## config.mk

```make
export PLATFORM = sky130hd
export DESIGN_NAME = pop3_login_credential_sniffer_top
export DESIGN_NICKNAME = d
export VERILOG_FILES = /design/src/pop3cs_pkg.sv /design/src/pop3_login_credential_sniffer_top.sv
export SDC_FILE = /design/constraint.sdc
export NUM_CORES = 1
export LEC_CHECK = 0
export ABC_AREA = 1
export BUFFER_PORTS_ARGS = -buffer_cell sky130_fd_sc_hd__buf_4
export CAP_MARGIN = 25
export CORE_UTILIZATION = 40
export CTS_BUF_LIST = sky130_fd_sc_hd__clkbuf_4
export DETAILED_ROUTE_END_ITERATION = 7
export PLACE_DENSITY = 0.58
export RECOVER_POWER = 100
export SLEW_MARGIN = 20
export SYNTH_ARGS = -nofsm -noshare
export SYNTH_HDL_FRONTEND = slang
export SYNTH_SLANG_ARGS = --single-unit
```

## constraint.sdc

```tcl
create_clock -name clk -period 3.9 [get_ports clk]
set_clock_uncertainty 0.15 [all_clocks]
set_input_delay 0.585 -clock clk [delete_from_list [all_inputs] [get_ports clk]]
set_output_delay 0.585 -clock clk [all_outputs]
set_load 0.05 [all_outputs]
```

## src/pop3cs_pkg.sv

```systemverilog
// Package for the POP3 login credential sniffer.
// Holds phase, event and command codes, character constants and the case folding helper.
// Has no dependencies.
`timescale 1ns / 1ps

package pop3cs_pkg;

    // Width of the phase and event codes.
    localparam int PhaseW = 3;
    localparam int EventW = 3;

    typedef logic [PhaseW-1:0] phase_t;
    typedef logic [EventW-1:0] event_t;
    typedef logic [1:0]        cmd_t;
    typedef logic [7:0]        byte_t;

    // Session phases.
    localparam phase_t PH_GREET = 3'd0;
    localparam phase_t PH_UCMD  = 3'd1;
    localparam phase_t PH_PCMD  = 3'd2;
    localparam phase_t PH_UARG  = 3'd3;
    localparam phase_t PH_PARG  = 3'd4;
    localparam phase_t PH_STOP  = 3'd5;

    // Events reported with each result.
    localparam event_t EV_NONE = 3'd0;
    localparam event_t EV_GOK  = 3'd1;
    localparam event_t EV_GBAD = 3'd2;
    localparam event_t EV_UCHR = 3'd3;
    localparam event_t EV_PCHR = 3'd4;
    localparam event_t EV_UEND = 3'd5;
    localparam event_t EV_PEND = 3'd6;
    localparam event_t EV_BAD  = 3'd7;

    // Input commands.
    localparam cmd_t CMD_SERVER  = 2'd0;
    localparam cmd_t CMD_CLIENT  = 2'd1;
    localparam cmd_t CMD_SKIP    = 2'd2;
    localparam cmd_t CMD_RESTART = 2'd3;

    // Characters.
    localparam byte_t CH_CR    = 8'h0D;
    localparam byte_t CH_LF    = 8'h0A;
    localparam byte_t CH_PLUS  = 8'h2B;
    localparam byte_t CH_O     = 8'h4F;
    localparam byte_t CH_K     = 8'h4B;
    localparam byte_t CH_U     = 8'h55;
    localparam byte_t CH_S     = 8'h53;
    localparam byte_t CH_E     = 8'h45;
    localparam byte_t CH_R     = 8'h52;
    localparam byte_t CH_P     = 8'h50;
    localparam byte_t CH_A     = 8'h41;
    localparam byte_t CH_SPACE = 8'h20;
    localparam byte_t CH_LOW_A = 8'h61;
    localparam byte_t CH_LOW_Z = 8'h7A;
    localparam byte_t CASE_GAP = 8'h20;

    // Word lengths and counter reload values.
    localparam int    WordLen   = 5;
    localparam int    GreetLen  = 3;
    localparam byte_t WORD_LOAD = 8'd5;
    localparam byte_t GREET_LOAD = 8'd3;

    // Folds a lower-case ASCII letter to upper case.
    function automatic byte_t upcase(input byte_t b);
        byte_t r;
        r = b;
        if (b >= CH_LOW_A && b <= CH_LOW_Z)
        begin
            r = b - CASE_GAP;
        end
        return r;
    endfunction

endpackage

```

## src/pop3_login_credential_sniffer_top.sv

```systemverilog
// Top level of the POP3 login credential sniffer: session tracking and result register.
// Depends on pop3cs_pkg for codes, characters and the case folding helper.
`timescale 1ns / 1ps

// The sniffer takes one byte transaction per clock cycle from either direction of a POP3
// session (command 0 for a server byte, 1 for a client byte, 2 to skip the greeting check,
// 3 to restart at the greeting) and returns exactly one result transaction for each input
// transaction: the phase after the byte, an event code, and the captured user or password
// character when the event is a character event (zero otherwise). All the work for a byte
// is a short compare and counter update done in the cycle it is accepted; the result then
// sits in a single output register. The input side is stalled only while that register
// holds a result that the downstream side is stalling, so with no downstream back-pressure
// the block sustains one byte per cycle. Each user name and each password yields at most
// ARG_LEN-1 characters; the next byte after that ends the argument.
module pop3_login_credential_sniffer_top
    import pop3cs_pkg::*;
#(
    parameter int ARG_LEN = 256
)
(
    input  logic         clk,
    input  logic         rst_n,
    // Input channel.
    input  logic         in_valid,
    output logic         in_stall,
    input  logic [1:0]   command,
    input  logic [7:0]   data_byte,
    // Result channel.
    output logic         out_valid,
    input  logic         out_stall,
    output logic [2:0]   phase,
    output logic [2:0]   event_res,
    output logic [7:0]   out_byte
);

    // Characters allowed per argument; the counter is loaded with this on entry.
    localparam byte_t ARG_LOAD = byte_t'(ARG_LEN - 1);

    // Session state.
    phase_t phase_reg,      phase_next;
    byte_t  left_count_reg, left_count_next;
    logic   skip_line_reg,  skip_line_next;

    // Holds the command word or greeting being collected. Entries are always written
    // before the word they belong to is compared, so they need no reset.
    byte_t  word_buffer_reg [WordLen];
    logic        buf_we;
    logic [2:0]  buf_idx;
    byte_t       buf_data;

    // Result register.
    logic   out_valid_reg;
    phase_t phase_out_reg;
    event_t event_out_reg;
    byte_t  byte_out_reg;

    event_t ev_next;
    byte_t  cap_next;

    logic   accept;

    // Working values for the byte being handled.
    byte_t  greet_left;
    byte_t  cmd_left;
    byte_t  left_dec;
    byte_t  up_byte;
    logic   is_line_end;
    logic   word_user;
    logic   word_pass;
    logic   greet_ok;

    assign in_stall = out_valid_reg & out_stall;
    assign accept   = in_valid & ~in_stall;

    assign out_valid = out_valid_reg;
    assign phase     = phase_out_reg;
    assign event_res = event_out_reg;
    assign out_byte  = byte_out_reg;

    // Counter values with out-of-range contents treated as the start of a fresh word.
    assign greet_left = (left_count_reg >= 8'd1 && left_count_reg <= GREET_LOAD)
                        ? left_count_reg : GREET_LOAD;
    assign cmd_left   = (left_count_reg >= 8'd1 && left_count_reg <= WORD_LOAD)
                        ? left_count_reg : WORD_LOAD;

    assign up_byte     = upcase(data_byte);
    assign is_line_end = (data_byte == CH_CR) || (data_byte == CH_LF);

    // Completed-word compares: the last byte of a word is the byte now arriving.
    assign word_user = (word_buffer_reg[0] == CH_U) && (word_buffer_reg[1] == CH_S)
                    && (word_buffer_reg[2] == CH_E) && (word_buffer_reg[3] == CH_R)
                    && (up_byte == CH_SPACE);
    assign word_pass = (word_buffer_reg[0] == CH_P) && (word_buffer_reg[1] == CH_A)
                    && (word_buffer_reg[2] == CH_S) && (word_buffer_reg[3] == CH_S)
                    && (up_byte == CH_SPACE);
    assign greet_ok  = (word_buffer_reg[0] == CH_PLUS) && (word_buffer_reg[1] == CH_O)
                    && (data_byte == CH_K);

    always_comb
    begin
        phase_next      = phase_reg;
        left_count_next = left_count_reg;
        skip_line_next  = skip_line_reg;
        ev_next         = EV_NONE;
        cap_next        = 8'd0;
        buf_we          = 1'b0;
        buf_idx         = 3'd0;
        buf_data        = data_byte;
        left_dec        = 8'd0;

        unique case (command)
            CMD_SERVER:
            begin
                if (phase_reg == PH_GREET)
                begin
                    left_dec = greet_left - 8'd1;
                    buf_we   = 1'b1;
                    buf_idx  = 3'(GREET_LOAD[2:0] - greet_left[2:0]);
                    buf_data = data_byte;
                    left_count_next = left_dec;
                    if (left_dec == 8'd0)
                    begin
                        if (greet_ok)
                        begin
                            phase_next      = PH_UCMD;
                            left_count_next = WORD_LOAD;
                            ev_next         = EV_GOK;
                        end
                        else
                        begin
                            phase_next = PH_STOP;
                            ev_next    = EV_GBAD;
                        end
                    end
                end
            end
            CMD_CLIENT:
            begin
                // Client bytes only matter between the greeting and a stop. While a bad
                // line is being skipped, everything up to the newline is dropped.
                if (phase_reg >= PH_UCMD && phase_reg <= PH_PARG
                    && !(skip_line_reg && data_byte != CH_LF))
                begin
                    skip_line_next = 1'b0;
                    unique case (phase_reg) inside
                        PH_UCMD, PH_PCMD:
                        begin
                            left_count_next = cmd_left;
                            if (data_byte == CH_LF && cmd_left == WORD_LOAD)
                            begin
                                // A lone newline before any command byte is ignored.
                                ev_next = EV_NONE;
                            end
                            else if (is_line_end)
                            begin
                                phase_next      = PH_UCMD;
                                left_count_next = WORD_LOAD;
                            end
                            else
                            begin
                                left_dec = cmd_left - 8'd1;
                                buf_we   = 1'b1;
                                buf_idx  = 3'(WORD_LOAD[2:0] - cmd_left[2:0]);
                                buf_data = up_byte;
                                left_count_next = left_dec;
                                if (left_dec == 8'd0)
                                begin
                                    if (phase_reg == PH_PCMD && word_pass)
                                    begin
                                        phase_next      = PH_PARG;
                                        left_count_next = ARG_LOAD;
                                    end
                                    else if (word_user)
                                    begin
                                        phase_next      = PH_UARG;
                                        left_count_next = ARG_LOAD;
                                    end
                                    else
                                    begin
                                        left_count_next = WORD_LOAD;
                                        skip_line_next  = 1'b1;
                                        ev_next         = EV_BAD;
                                    end
                                end
                            end
                        end
                        PH_UARG, PH_PARG:
                        begin
                            if (is_line_end || left_count_reg == 8'd0)
                            begin
                                phase_next      = PH_PCMD;
                                left_count_next = WORD_LOAD;
                                ev_next = (phase_reg == PH_UARG) ? EV_UEND : EV_PEND;
                            end
                            else
                            begin
                                left_count_next = left_count_reg - 8'd1;
                                cap_next        = data_byte;
                                ev_next = (phase_reg == PH_UARG) ? EV_UCHR : EV_PCHR;
                            end
                        end
                        default:
                        begin
                            ev_next = EV_NONE;
                        end
                    endcase
                end
            end
            CMD_SKIP:
            begin
                skip_line_next  = 1'b0;
                phase_next      = PH_UCMD;
                left_count_next = WORD_LOAD;
            end
            CMD_RESTART:
            begin
                skip_line_next  = 1'b0;
                phase_next      = PH_GREET;
                left_count_next = GREET_LOAD;
            end
            default:
            begin
                phase_next = phase_reg;
            end
        endcase
    end

    // Session state and the result valid flag.
    always_ff @(posedge clk or negedge rst_n)
    begin
        if (!rst_n)
        begin
            phase_reg      <= PH_GREET;
            left_count_reg <= GREET_LOAD;
            skip_line_reg  <= 1'b0;
            out_valid_reg  <= 1'b0;
        end
        else
        begin
            if (accept)
            begin
                phase_reg      <= phase_next;
                left_count_reg <= left_count_next;
                skip_line_reg  <= skip_line_next;
                out_valid_reg  <= 1'b1;
            end
            else if (!out_stall)
            begin
                out_valid_reg <= 1'b0;
            end
        end
    end

    // Word buffer and result payload; neither needs a reset.
    always_ff @(posedge clk)
    begin
        if (accept && buf_we)
        begin
            word_buffer_reg[buf_idx] <= buf_data;
        end
        if (accept)
        begin
            phase_out_reg <= phase_next;
            event_out_reg <= ev_next;
            byte_out_reg  <= cap_next;
        end
    end

endmodule

```

==> results.json, run 1 <==
{
  "dr_total_vias": 2806,
  "power_frac_comb_pct": 28.3,
  "swShare_pct": 39.0,
  "max_stage_delay_ps": 570,
  "crit_path_cell_trace": "clkbuf_1 -> inv_1 -> nor2_1 -> nand2_2 -> nor2_1 -> clkinv_1 -> a21oi_1 -> inv_1 -> nor2_4 -> inv_2 -> nor2_8 -> inv_4 -> a21oi_2 -> nand2_1 -> nor2_1",
  "cp.required_ps": 3810,
  "fin_tns_setup_ps": 0,
  "finalPower_uw": 1660,
  "port-buffer-count": 29,
  "grt_pass1_vias": 2718,
  "viasPerCell": 5.06,
  "seqPwrFrac_pct": 47.6,
  "yosys_warnings": 0,
  "rsz0062_at_grt": "no",
  "gp_congestion": 0.931,
  "p_leak_uw": 0.00157,
  "min_path_type": "input pin to flop",
  "min_period_over_period_pct": 84.0,
  "dr.pass1.iters": 4,
  "drive_gt1_share_pct": 10.9,
  "clk_path_buf_depth": 2,
  "critical-path-slowest-cell": "nor2_1",
  "grt_overflow": 0,
  "yosys.area.top_type": "edfxtp_1",
  "path_buf_inv": 6,
  "ir_drop_v": 0.000162,
  "insertedDiodeCount": 0,
  "place_worst_setup_slack_ps": 728,
  "synth.avg_cell_area_um2": 8.47,
  "critPathTopFamily": "simple AND/OR/NAND/NOR gates",
  "root_buffer": "clkbuf_4",
  "tightest_slew_ps": 1120,
  "largest_register_ffs": 32,
  "crit_cells": 15,
  "slew_viol_final": 0,
  "pwr-share-clk_pct": 24.1,
  "initialDrtViolationCount": 131,
  "min_period_ps": 3280,
  "std_cell_rows": 33,
  "ff_latch_area_um2": 1710,
  "syn_nets": 425,
  "hpwlAfterDp_um": 6050,
  "p_int_uw": 1010,
  "crit_type": "input pin to flop",
  "final_util_pct": 45.8,
  "p_sw_uw": 646,
  "setup_viol": 0,
  "synth-async-reset-ratio_pct": 22.0,
  "clock_sinks": 59,
  "status": "finished, final reports clean",
  "ys.flop_type": "edfxtp_1",
  "setup_ws_ps": 624,
  "syn2layout_area_growth_pct": 10.9,
  "holdBufCountCts": 1,
  "htree_levels": 3,
  "crit_top_cell": "nor2_1",
  "nets": 469,
  "wl_per_cell_um": 14.4,
  "synth_cells": 401,
  "syn-cell-area_um2": 3390,
  "dieWidth_um": 94.1,
  "yosys_register_bits": 59,
  "ios": 30,
  "yosys-top-cells-count": "86 x nand2_1, 61 x nor2_1, 54 x inv_1",
  "arrival_ps": 3180,
  "clk_latency_ps": 430,
  "antenna_found_initial": 0,
  "cts_resized": 0,
  "multiInputGateArea_um2": 1390,
  "ys_types": 36,
  "fill_cells": 859,
  "hold_viol_final": 0,
  "yosysTopAreaCellShare_pct": 40.7,
  "synth_area_leaders": "edfxtp_1 41%, nand2_1 9.5%, dfrtp_1 8.1%",
  "ys_seq_area_share_pct": 50.4,
  "synth_most_common_cell": "nand2_1",
  "cts_inserted_buffers": 9,
  "initial_core_util_pct": 41.3,
  "grt_pass1_wl_um": 13100,
  "core_um2": 8220,
  "post_cts_buffers": 0,
  "cts_tree": "yes",
  "drc": 0,
  "end_kind": "flop",
  "max_slew_margin_pct": 25.3,
  "fp.dieArea_um2": 8860,
  "clkSlewWorstSetupHoldPaths_ps": 130,
  "routed_wl_um": 7980,
  "fmax_mhz": 305,
  "die_y_um": 94.1,
  "detail-route-antenna-nets": 0,
  "synth-edff-count": 46,
  "grt_max_degree": 21,
  "critPathMaxFanout": 8,
  "cp-start-kind": "input pin",
  "powerDensity_nw_per_um2": 440,
  "grt_use_total_pct": 20.3,
  "hold_depth": 3,
  "rr_worst_depth": 17,
  "cap_violations": 0
}
routing by layer:
metal / track usage (%) / part of all wire [%]
met2: 32.1 / 45
met5: 0 / 0
met1: 26.5 / 47
met4: 7.69 / 1.8
met3: 5.34 / 5.2
cell families after synthesis:
group | synth area share, %
and+or+nand+nor | 28.1
xor gates and xnor gates | 1.29
adders and majority gates | 3.69
AOI/OAI and AO/OA | 9.07
DFF | 50.3
buffers and inverters | 7.48
final timing paths:
check	to	slack, ps	from
max	word_buffer_reg[3][3]	620	data_byte[3]
min	out_valid	190	in_valid
max reg2reg	phase[1]	710	left_count_reg[1]
min reg2reg	skip_line_reg	360	skip_line_reg
max in group asynchronous	left_count_reg[5]	2490	rst_n
min in group asynchronous	left_count_reg[7]	590	rst_n
per-stage QoR:
| step | cell area, um^2 | cells | hold WS [ps] |
|---|---|---|---|
| 2_1_floorplan | 3390 | 401 | 139 |
| 3_3_place_gp | 3770 | 538 | 299 |
| 3_5_place_dp | 3770 | 538 | 298 |
| 4_1_cts | 3900 | 555 | 169 |
| 5_1_grt | 3770 | 555 | 190 |
| 6_report | 3770 | 555 | 192 |
worst reg2reg max path, delay by kind of cell (launching register included):
family,cells,cell delay [ps]
flops,1,580
fa+ha+maj,2,440
buf+inv,2,210
simple gates,13,1570
power groups by stage:
stage / registers, uW / logic [uW] / clock network (uW)
2_1_floorplan: 826 / 330 / 0
3_3_place_gp: 806 / 488 / 0
3_5_place_dp: 803 / 486 / 0
4_1_cts: 790 / 489 / 414
5_1_grt: 797 / 525 / 439
6_report: 789 / 469 / 398
cell usage in the layout (no fill, tap or decap), drive strengths merged, types with 2 or more instances in the layout:
master / count
xor2: 2
edfxtp: 46
xnor2: 3
o22ai: 2
clkbuf: 33
nor4: 2
clkinvlp: 3
nand4: 11
a31oi: 2
inv: 68
nand3: 29
nor3: 7
o31ai: 2
nand2: 89
a21oi: 23
dfstp: 2
o21ai: 11
nand3b: 2
clkinv: 3
nor2: 72
ha: 10
dfrtp: 11
buf: 8
o211ai: 4
area by class of cell:
cell class,instances,share of cell area (%)
clock buffer,9,1.79
sequential,59,45.4
timing repair buffer,33,4.25
inverter,67,6.74
multi-input combinational,275,36.9
clock inverter,7,1.40
tap,105,3.49
Note: power is estimated with default switching activity, not from simulation.
==> run 2: changes to the inputs <==
- PLACE_DENSITY: 0.58 -> 0.6
- clock period: 3.9 -> 2.7 ns (I/O delays scaled with it)
==> run 2 against run 1 <==
The run now ends with negative setup slack left. Power grew 71%. Sequential share of layout area shrank 5.8 points. Clock power rose by 85%. Highest routed layer unchanged.
==> results.json, run 2 (same netlist as run 1, synthesis figures left out) <==
{
  "port-buffer-count": 29,
  "insertedDiodeCount": 0,
  "htree_levels": 3,
  "setup_ws_ps": -100,
  "routed_wl_um": 8920,
  "nets": 512,
  "ios": 30,
  "power_frac_comb_pct": 33.7,
  "max_slew_margin_pct": 48.1,
  "rsz0062_at_grt": "yes",
  "detail-route-antenna-nets": 0,
  "path_buf_inv": 9,
  "final_cell_mix": "79 x nand2_1, 56 x nor2_1, 51 x inv_1",
  "swShare_pct": 35.6,
  "cts_tree": "yes",
  "die_y_um": 94.1,
  "final_util_pct": 52.5,
  "drc": 0,
  "clk_latency_ps": 420,
  "core_um2": 8220,
  "fin_tns_setup_ps": -227,
  "cts_inserted_buffers": 9,
  "initial_core_util_pct": 41.3,
  "slew_viol_final": 0,
  "largest_register_ffs": 32,
  "p_sw_uw": 1010,
  "violations": "negative setup slack",
  "status": "finished, violations left",
  "hpwlAfterDp_um": 6380,
  "pwr-share-clk_pct": 26.0,
  "ir_drop_v": 0.000312,
  "fp.dieArea_um2": 8860,
  "syn2layout_area_growth_pct": 27.1,
  "grt_pass1_vias": 2931,
  "clk_path_buf_depth": 2,
  "hold_viol_final": 0,
  "clkSlewWorstSetupHoldPaths_ps": 110,
  "grt_overflow": 0,
  "critical-path-slowest-cell": "dfstp_2",
  "clock_sinks": 59,
  "min_period_ps": 2800,
  "finalPower_uw": 2840,
  "dr.pass1.iters": 6,
  "wl_per_cell_um": 14.9,
  "root_buffer": "clkbuf_4",
  "viasPerCell": 5.12,
  "tightest_slew_ps": 779,
  "fmax_mhz": 357,
  "arrival_ps": 3020,
  "crit_top_cell": "buf_4",
  "gp_congestion": 0.925,
  "powerDensity_nw_per_um2": 658,
  "critPathMaxFanout": 3,
  "final_common_cell": "nand2_1",
  "grt_max_degree": 20,
  "cap_violations": 0,
  "crit_type": "flop to flop",
  "drive_gt1_share_pct": 27.8,
  "p_leak_uw": 0.00180,
  "min_period_over_period_pct": 104,
  "max_stage_delay_ps": 570,
  "crit_path_cell_trace": "inv_4 -> ha_4 -> nor2_2 -> nand4_1 -> nand2_1 -> nor2_2 -> buf_4 -> buf_4 -> buf_4 -> buf_4 -> buf_4 -> buf_4 -> buf_4 -> a21oi_2 -> nand2_1 -> nand2_1 -> nand3_1 -> nand2_1 -> inv_1",
  "dieWidth_um": 94.1,
  "min_path_type": "input pin to flop",
  "end_kind": "flop",
  "p_int_uw": 1830,
  "critPathTopFamily": "buffers and inverters",
  "cp.required_ps": 2920,
  "initialDrtViolationCount": 183,
  "setup_viol": 7,
  "dr_total_vias": 3061,
  "grt_use_total_pct": 21.5,
  "grt_pass1_wl_um": 14000,
  "cp-start-kind": "flop",
  "seqPwrFrac_pct": 40.3,
  "std_cell_rows": 33,
  "antenna_found_initial": 0
}
run 2: metrics by stage:
step | setup slack [ps] | hold WS, ps | cell area, um^2 | instances
finish | -100 | 36.3 | 4320 | 598
detailed placement | -84.7 | 119 | 3950 | 562
CTS | -23.2 | 45.5 | 4280 | 593
global route | -262 | 33.6 | 4320 | 598
global placement | 48.2 | 117 | 3950 | 562
floorplan | 23.5 | -40.6 | 3400 | 401
run 2: worst min-delay path, stage by stage:
cell,delay (ps)
buf_4,70
inv_1,40
nand2_1,50
run 2: path summary, 6_finish.rpt:
kind	startpoint	to	slack [ps]	cells after the start
worst max-delay path	left_count_reg[1]	left_count_reg[1]	-100	19
worst min-delay path	in_valid	out_valid	40	3
max in group asynchronous	rst_n	out_valid	1480	2
worst min register to register	out_valid	out_valid	360	2
min in group asynchronous	rst_n	skip_line_reg	430	2
worst max register to register	left_count_reg[1]	left_count_reg[1]	-100	19
run 2: power groups by stage:
stage	clock network (uW)	logic [uW]	registers, uW
after floorplan	0	479	1190
after global placement	0	812	1150
after detailed placement	0	814	1160
after CTS	759	877	1140
after global routing	793	1050	1150
final	738	957	1140
run 2: layout make-up:
cell class                      instances  area (um^2)
Inverter                               67          259
Tap cell                              105          131
Fill cell                             763         3900
Clock inverter                          6         88.8
Sequential cell                        59         1710
Multi-Input combinational cell        275         1560
Timing Repair Buffer                   76          494
Clock buffer                           10         75.1
run 2: what timing repair did:
action | 4_1_cts | 5_1_grt
pin swaps | 14 | 22
setup endpoints to repair | 9 | 18
hold endpoints to repair | 13 | 0
resized for setup | 14 | 34
hold buffers | 1 | 0
buffers inserted | 14 | 5
run 2: layer usage:
| metal | share of wire, % | vias to the layer above | GRT usage (%) |
|---|---|---|---|
| li1 | - | 1506 | - |
| met1 | 44 | 1429 | 26.9 |
| met3 | 6.6 | 18 | 5.91 |
| met5 | 0 | - | 0 |
| met2 | 47 | 108 | 35.6 |
| met4 | 2.1 | 0 | 7.31 |
==> run 3: changes to the inputs <==
- CORE_MARGIN: not set -> 2
==> run 3 against run 2 <==
The run still ends with negative setup slack left. Design area about the same. Clock power about the same. Sequential cell count did not move. Hold slack gained 12 ps. First-iteration DRC count shrank 8.2%. Count of clock-buffer cells in the layout unchanged.
==> results.json, run 3 (same netlist as run 1, synthesis figures left out) <==
{
  "drc": 0,
  "largest_register_ffs": 32,
  "rr_endpoint": "phase_reg[1]",
  "swShare_pct": 35.7,
  "hpwlAfterDp_um": 6620,
  "syn2layout_area_growth_pct": 27.2,
  "seqPwrFrac_pct": 40.0,
  "rr_worst_depth": 20,
  "ff_latch_area_um2": 1710,
  "hold_viol_final": 0,
  "gp_congestion": 0.920,
  "violations": "negative setup slack",
  "dr_total_vias": 3024,
  "routed_wl_um": 8780,
  "p_leak_uw": 0.00180,
  "r2r_slack_ps": -20,
  "critPathTopFamily": "simple AND/OR/NAND/NOR gates",
  "port-buffer-count": 29,
  "fp.dieArea_um2": 9240,
  "rsz0062_at_grt": "yes",
  "fmax_mhz": 367,
  "antenna_found_initial": 0,
  "final_common_cell": "nand2_1",
  "critical-path-slowest-cell": "dfstp_2",
  "power_frac_comb_pct": 34.1,
  "die_y_um": 96.1,
  "pwr-share-clk_pct": 25.9,
  "dieWidth_um": 96.1,
  "setup_viol": 1,
  "crit_type": "flop to flop",
  "grt_use_total_pct": 20.1,
  "cp.required_ps": 2920,
  "clk_latency_ps": 420,
  "ir_drop_v": 0.000299,
  "insertedDiodeCount": 0,
  "hold_depth": 3,
  "detail-route-antenna-nets": 0,
  "initialDrtViolationCount": 168,
  "regToRegStartpoint": "left_count_reg[1]",
  "fill_cells": 788,
  "hold-path-endpoint": "out_valid",
  "hp-start": "out_stall",
  "tightest_slew_ps": 749,
  "path_buf_inv": 3,
  "p_sw_uw": 1020,
  "max_slew_margin_pct": 50.1,
  "ios": 30,
  "status": "finished, violations left",
  "clkSlewWorstSetupHoldPaths_ps": 110,
  "drive_gt1_share_pct": 27.7,
  "end_kind": "flop",
  "initial_core_util_pct": 41.3,
  "setup.worst_path.start": "left_count_reg[1]",
  "grt_pass1_vias": 2911,
  "final_cell_mix": "75 x nand2_1, 55 x nor2_1, 52 x inv_1",
  "critPathMaxFanout": 5,
  "wl_per_cell_um": 14.8,
  "multiInputGateArea_um2": 1600,
  "std_cell_rows": 33,
  "p_int_uw": 1840,
  "root_buffer": "clkbuf_4",
  "slew_viol_final": 0,
  "crit_top_cell": "nand2_1",
  "powerDensity_nw_per_um2": 661,
  "arrival_ps": 2940,
  "clk_path_buf_depth": 2,
  "cp-start-kind": "flop",
  "grt_overflow": 0,
  "min_period_ps": 2720,
  "viasPerCell": 5.10,
  "cts_inserted_buffers": 9,
  "stdcell_count": 593,
  "min_path_type": "input pin to flop",
  "crit_path_cell_trace": "inv_4 -> ha_4 -> inv_4 -> nor2_4 -> nand4_1 -> nand2_1 -> nor2_2 -> inv_2 -> ha_4 -> nand4_1 -> nand2_2 -> nor2_4 -> nand3_2 -> a21oi_2 -> nand2_1 -> nand2_1 -> nand2_1 -> nand2_1 -> nand2_1 -> nand2_1",
  "dr.pass1.iters": 5,
  "core_um2": 8220,
  "cts_tree": "yes",
  "max_stage_delay_ps": 570,
  "setup_ws_ps": -22.2,
  "place_inst": 566,
  "nets": 507,
  "grt_pass1_wl_um": 13800,
  "min_period_over_period_pct": 101,
  "fin_hold_ws_ps": 47.8,
  "cap_violations": 0,
  "htree_levels": 3,
  "clock_sinks": 59,
  "grt_max_degree": 20
}
run 3: changes by cell type in the layout (fill, tap and decap cells not counted), moves of 4 or more:
cell and delta:
nand3_2 +4, nand2_1 -4, buf_4 -7, nand3_1 -4
run 3: routing by layer:
metal | wire length (um) | GRT usage (%) | part of all wire, %
met4 | 189 | 9.17 | 2.2
met3 | 478 | 3.45 | 5.4
met5 | 0 | 0 | 0
met2 | 4200 | 32.1 | 48
met1 | 3910 | 26.5 | 45
run 3: worst max-delay path by stage:
stage,end,cells past startpoint
after global placement,phase[1],19
after CTS,phase[1],19
final,phase_reg[1],20
after detailed placement,phase[1],19
after floorplan,phase[1],19
after global routing,phase_reg[1],20
run 3: worst reg2reg max path: cells and delay by family, from the launching register on:
kind	cells	cell delay (ps)
AND/OR/NAND/NOR	14	1260
AO/OA/AOI/OAI	1	170
buffers and inverters	3	200
adder cells (fa/ha/maj)	2	330
flip-flops	1	570
run 3: final cells by class:
type,instances,area share (%)
timing repair buffer,71,10.4
tap,105,3.04
multi-input combinational,275,37.2
clock buffer,10,1.74
inverter,67,6.00
sequential,59,39.6
clock inverter,6,2.06
run 3: what timing repair did:
item,4_1_cts,5_1_grt
setup endpoints to repair,7,18
endpoints found under the hold margin,13,0
hold buffers,1,0
pin swaps,7,24
resized for setup,9,43
setup buffers,3,7
run 3: through the flow:
stage	utilization (%)	area, um^2	TNS, ps	worst slack [ps]	power [uW]
6_report	52.5	4320	-22.2	-22.2	2860
5_1_grt	52.5	4320	-1790	-205	3020
3_5_place_dp	48.5	3980	-66.2	-40.2	1970
3_3_place_gp	48.5	3980	0	50.8	1970
2_1_floorplan	-	3400	0	23.5	1670
4_1_cts	51.1	4200	0	16.6	2730
run 3: power groups by stage:
| stage | sequential [uW] | clock, uW | combinational [uW] |
|---|---|---|---|
| final | 1140 | 739 | 973 |
| after global routing | 1150 | 796 | 1070 |
| after CTS | 1140 | 755 | 842 |
| after detailed placement | 1160 | 0 | 814 |
| after global placement | 1160 | 0 | 818 |
| after floorplan | 1190 | 0 | 479 |
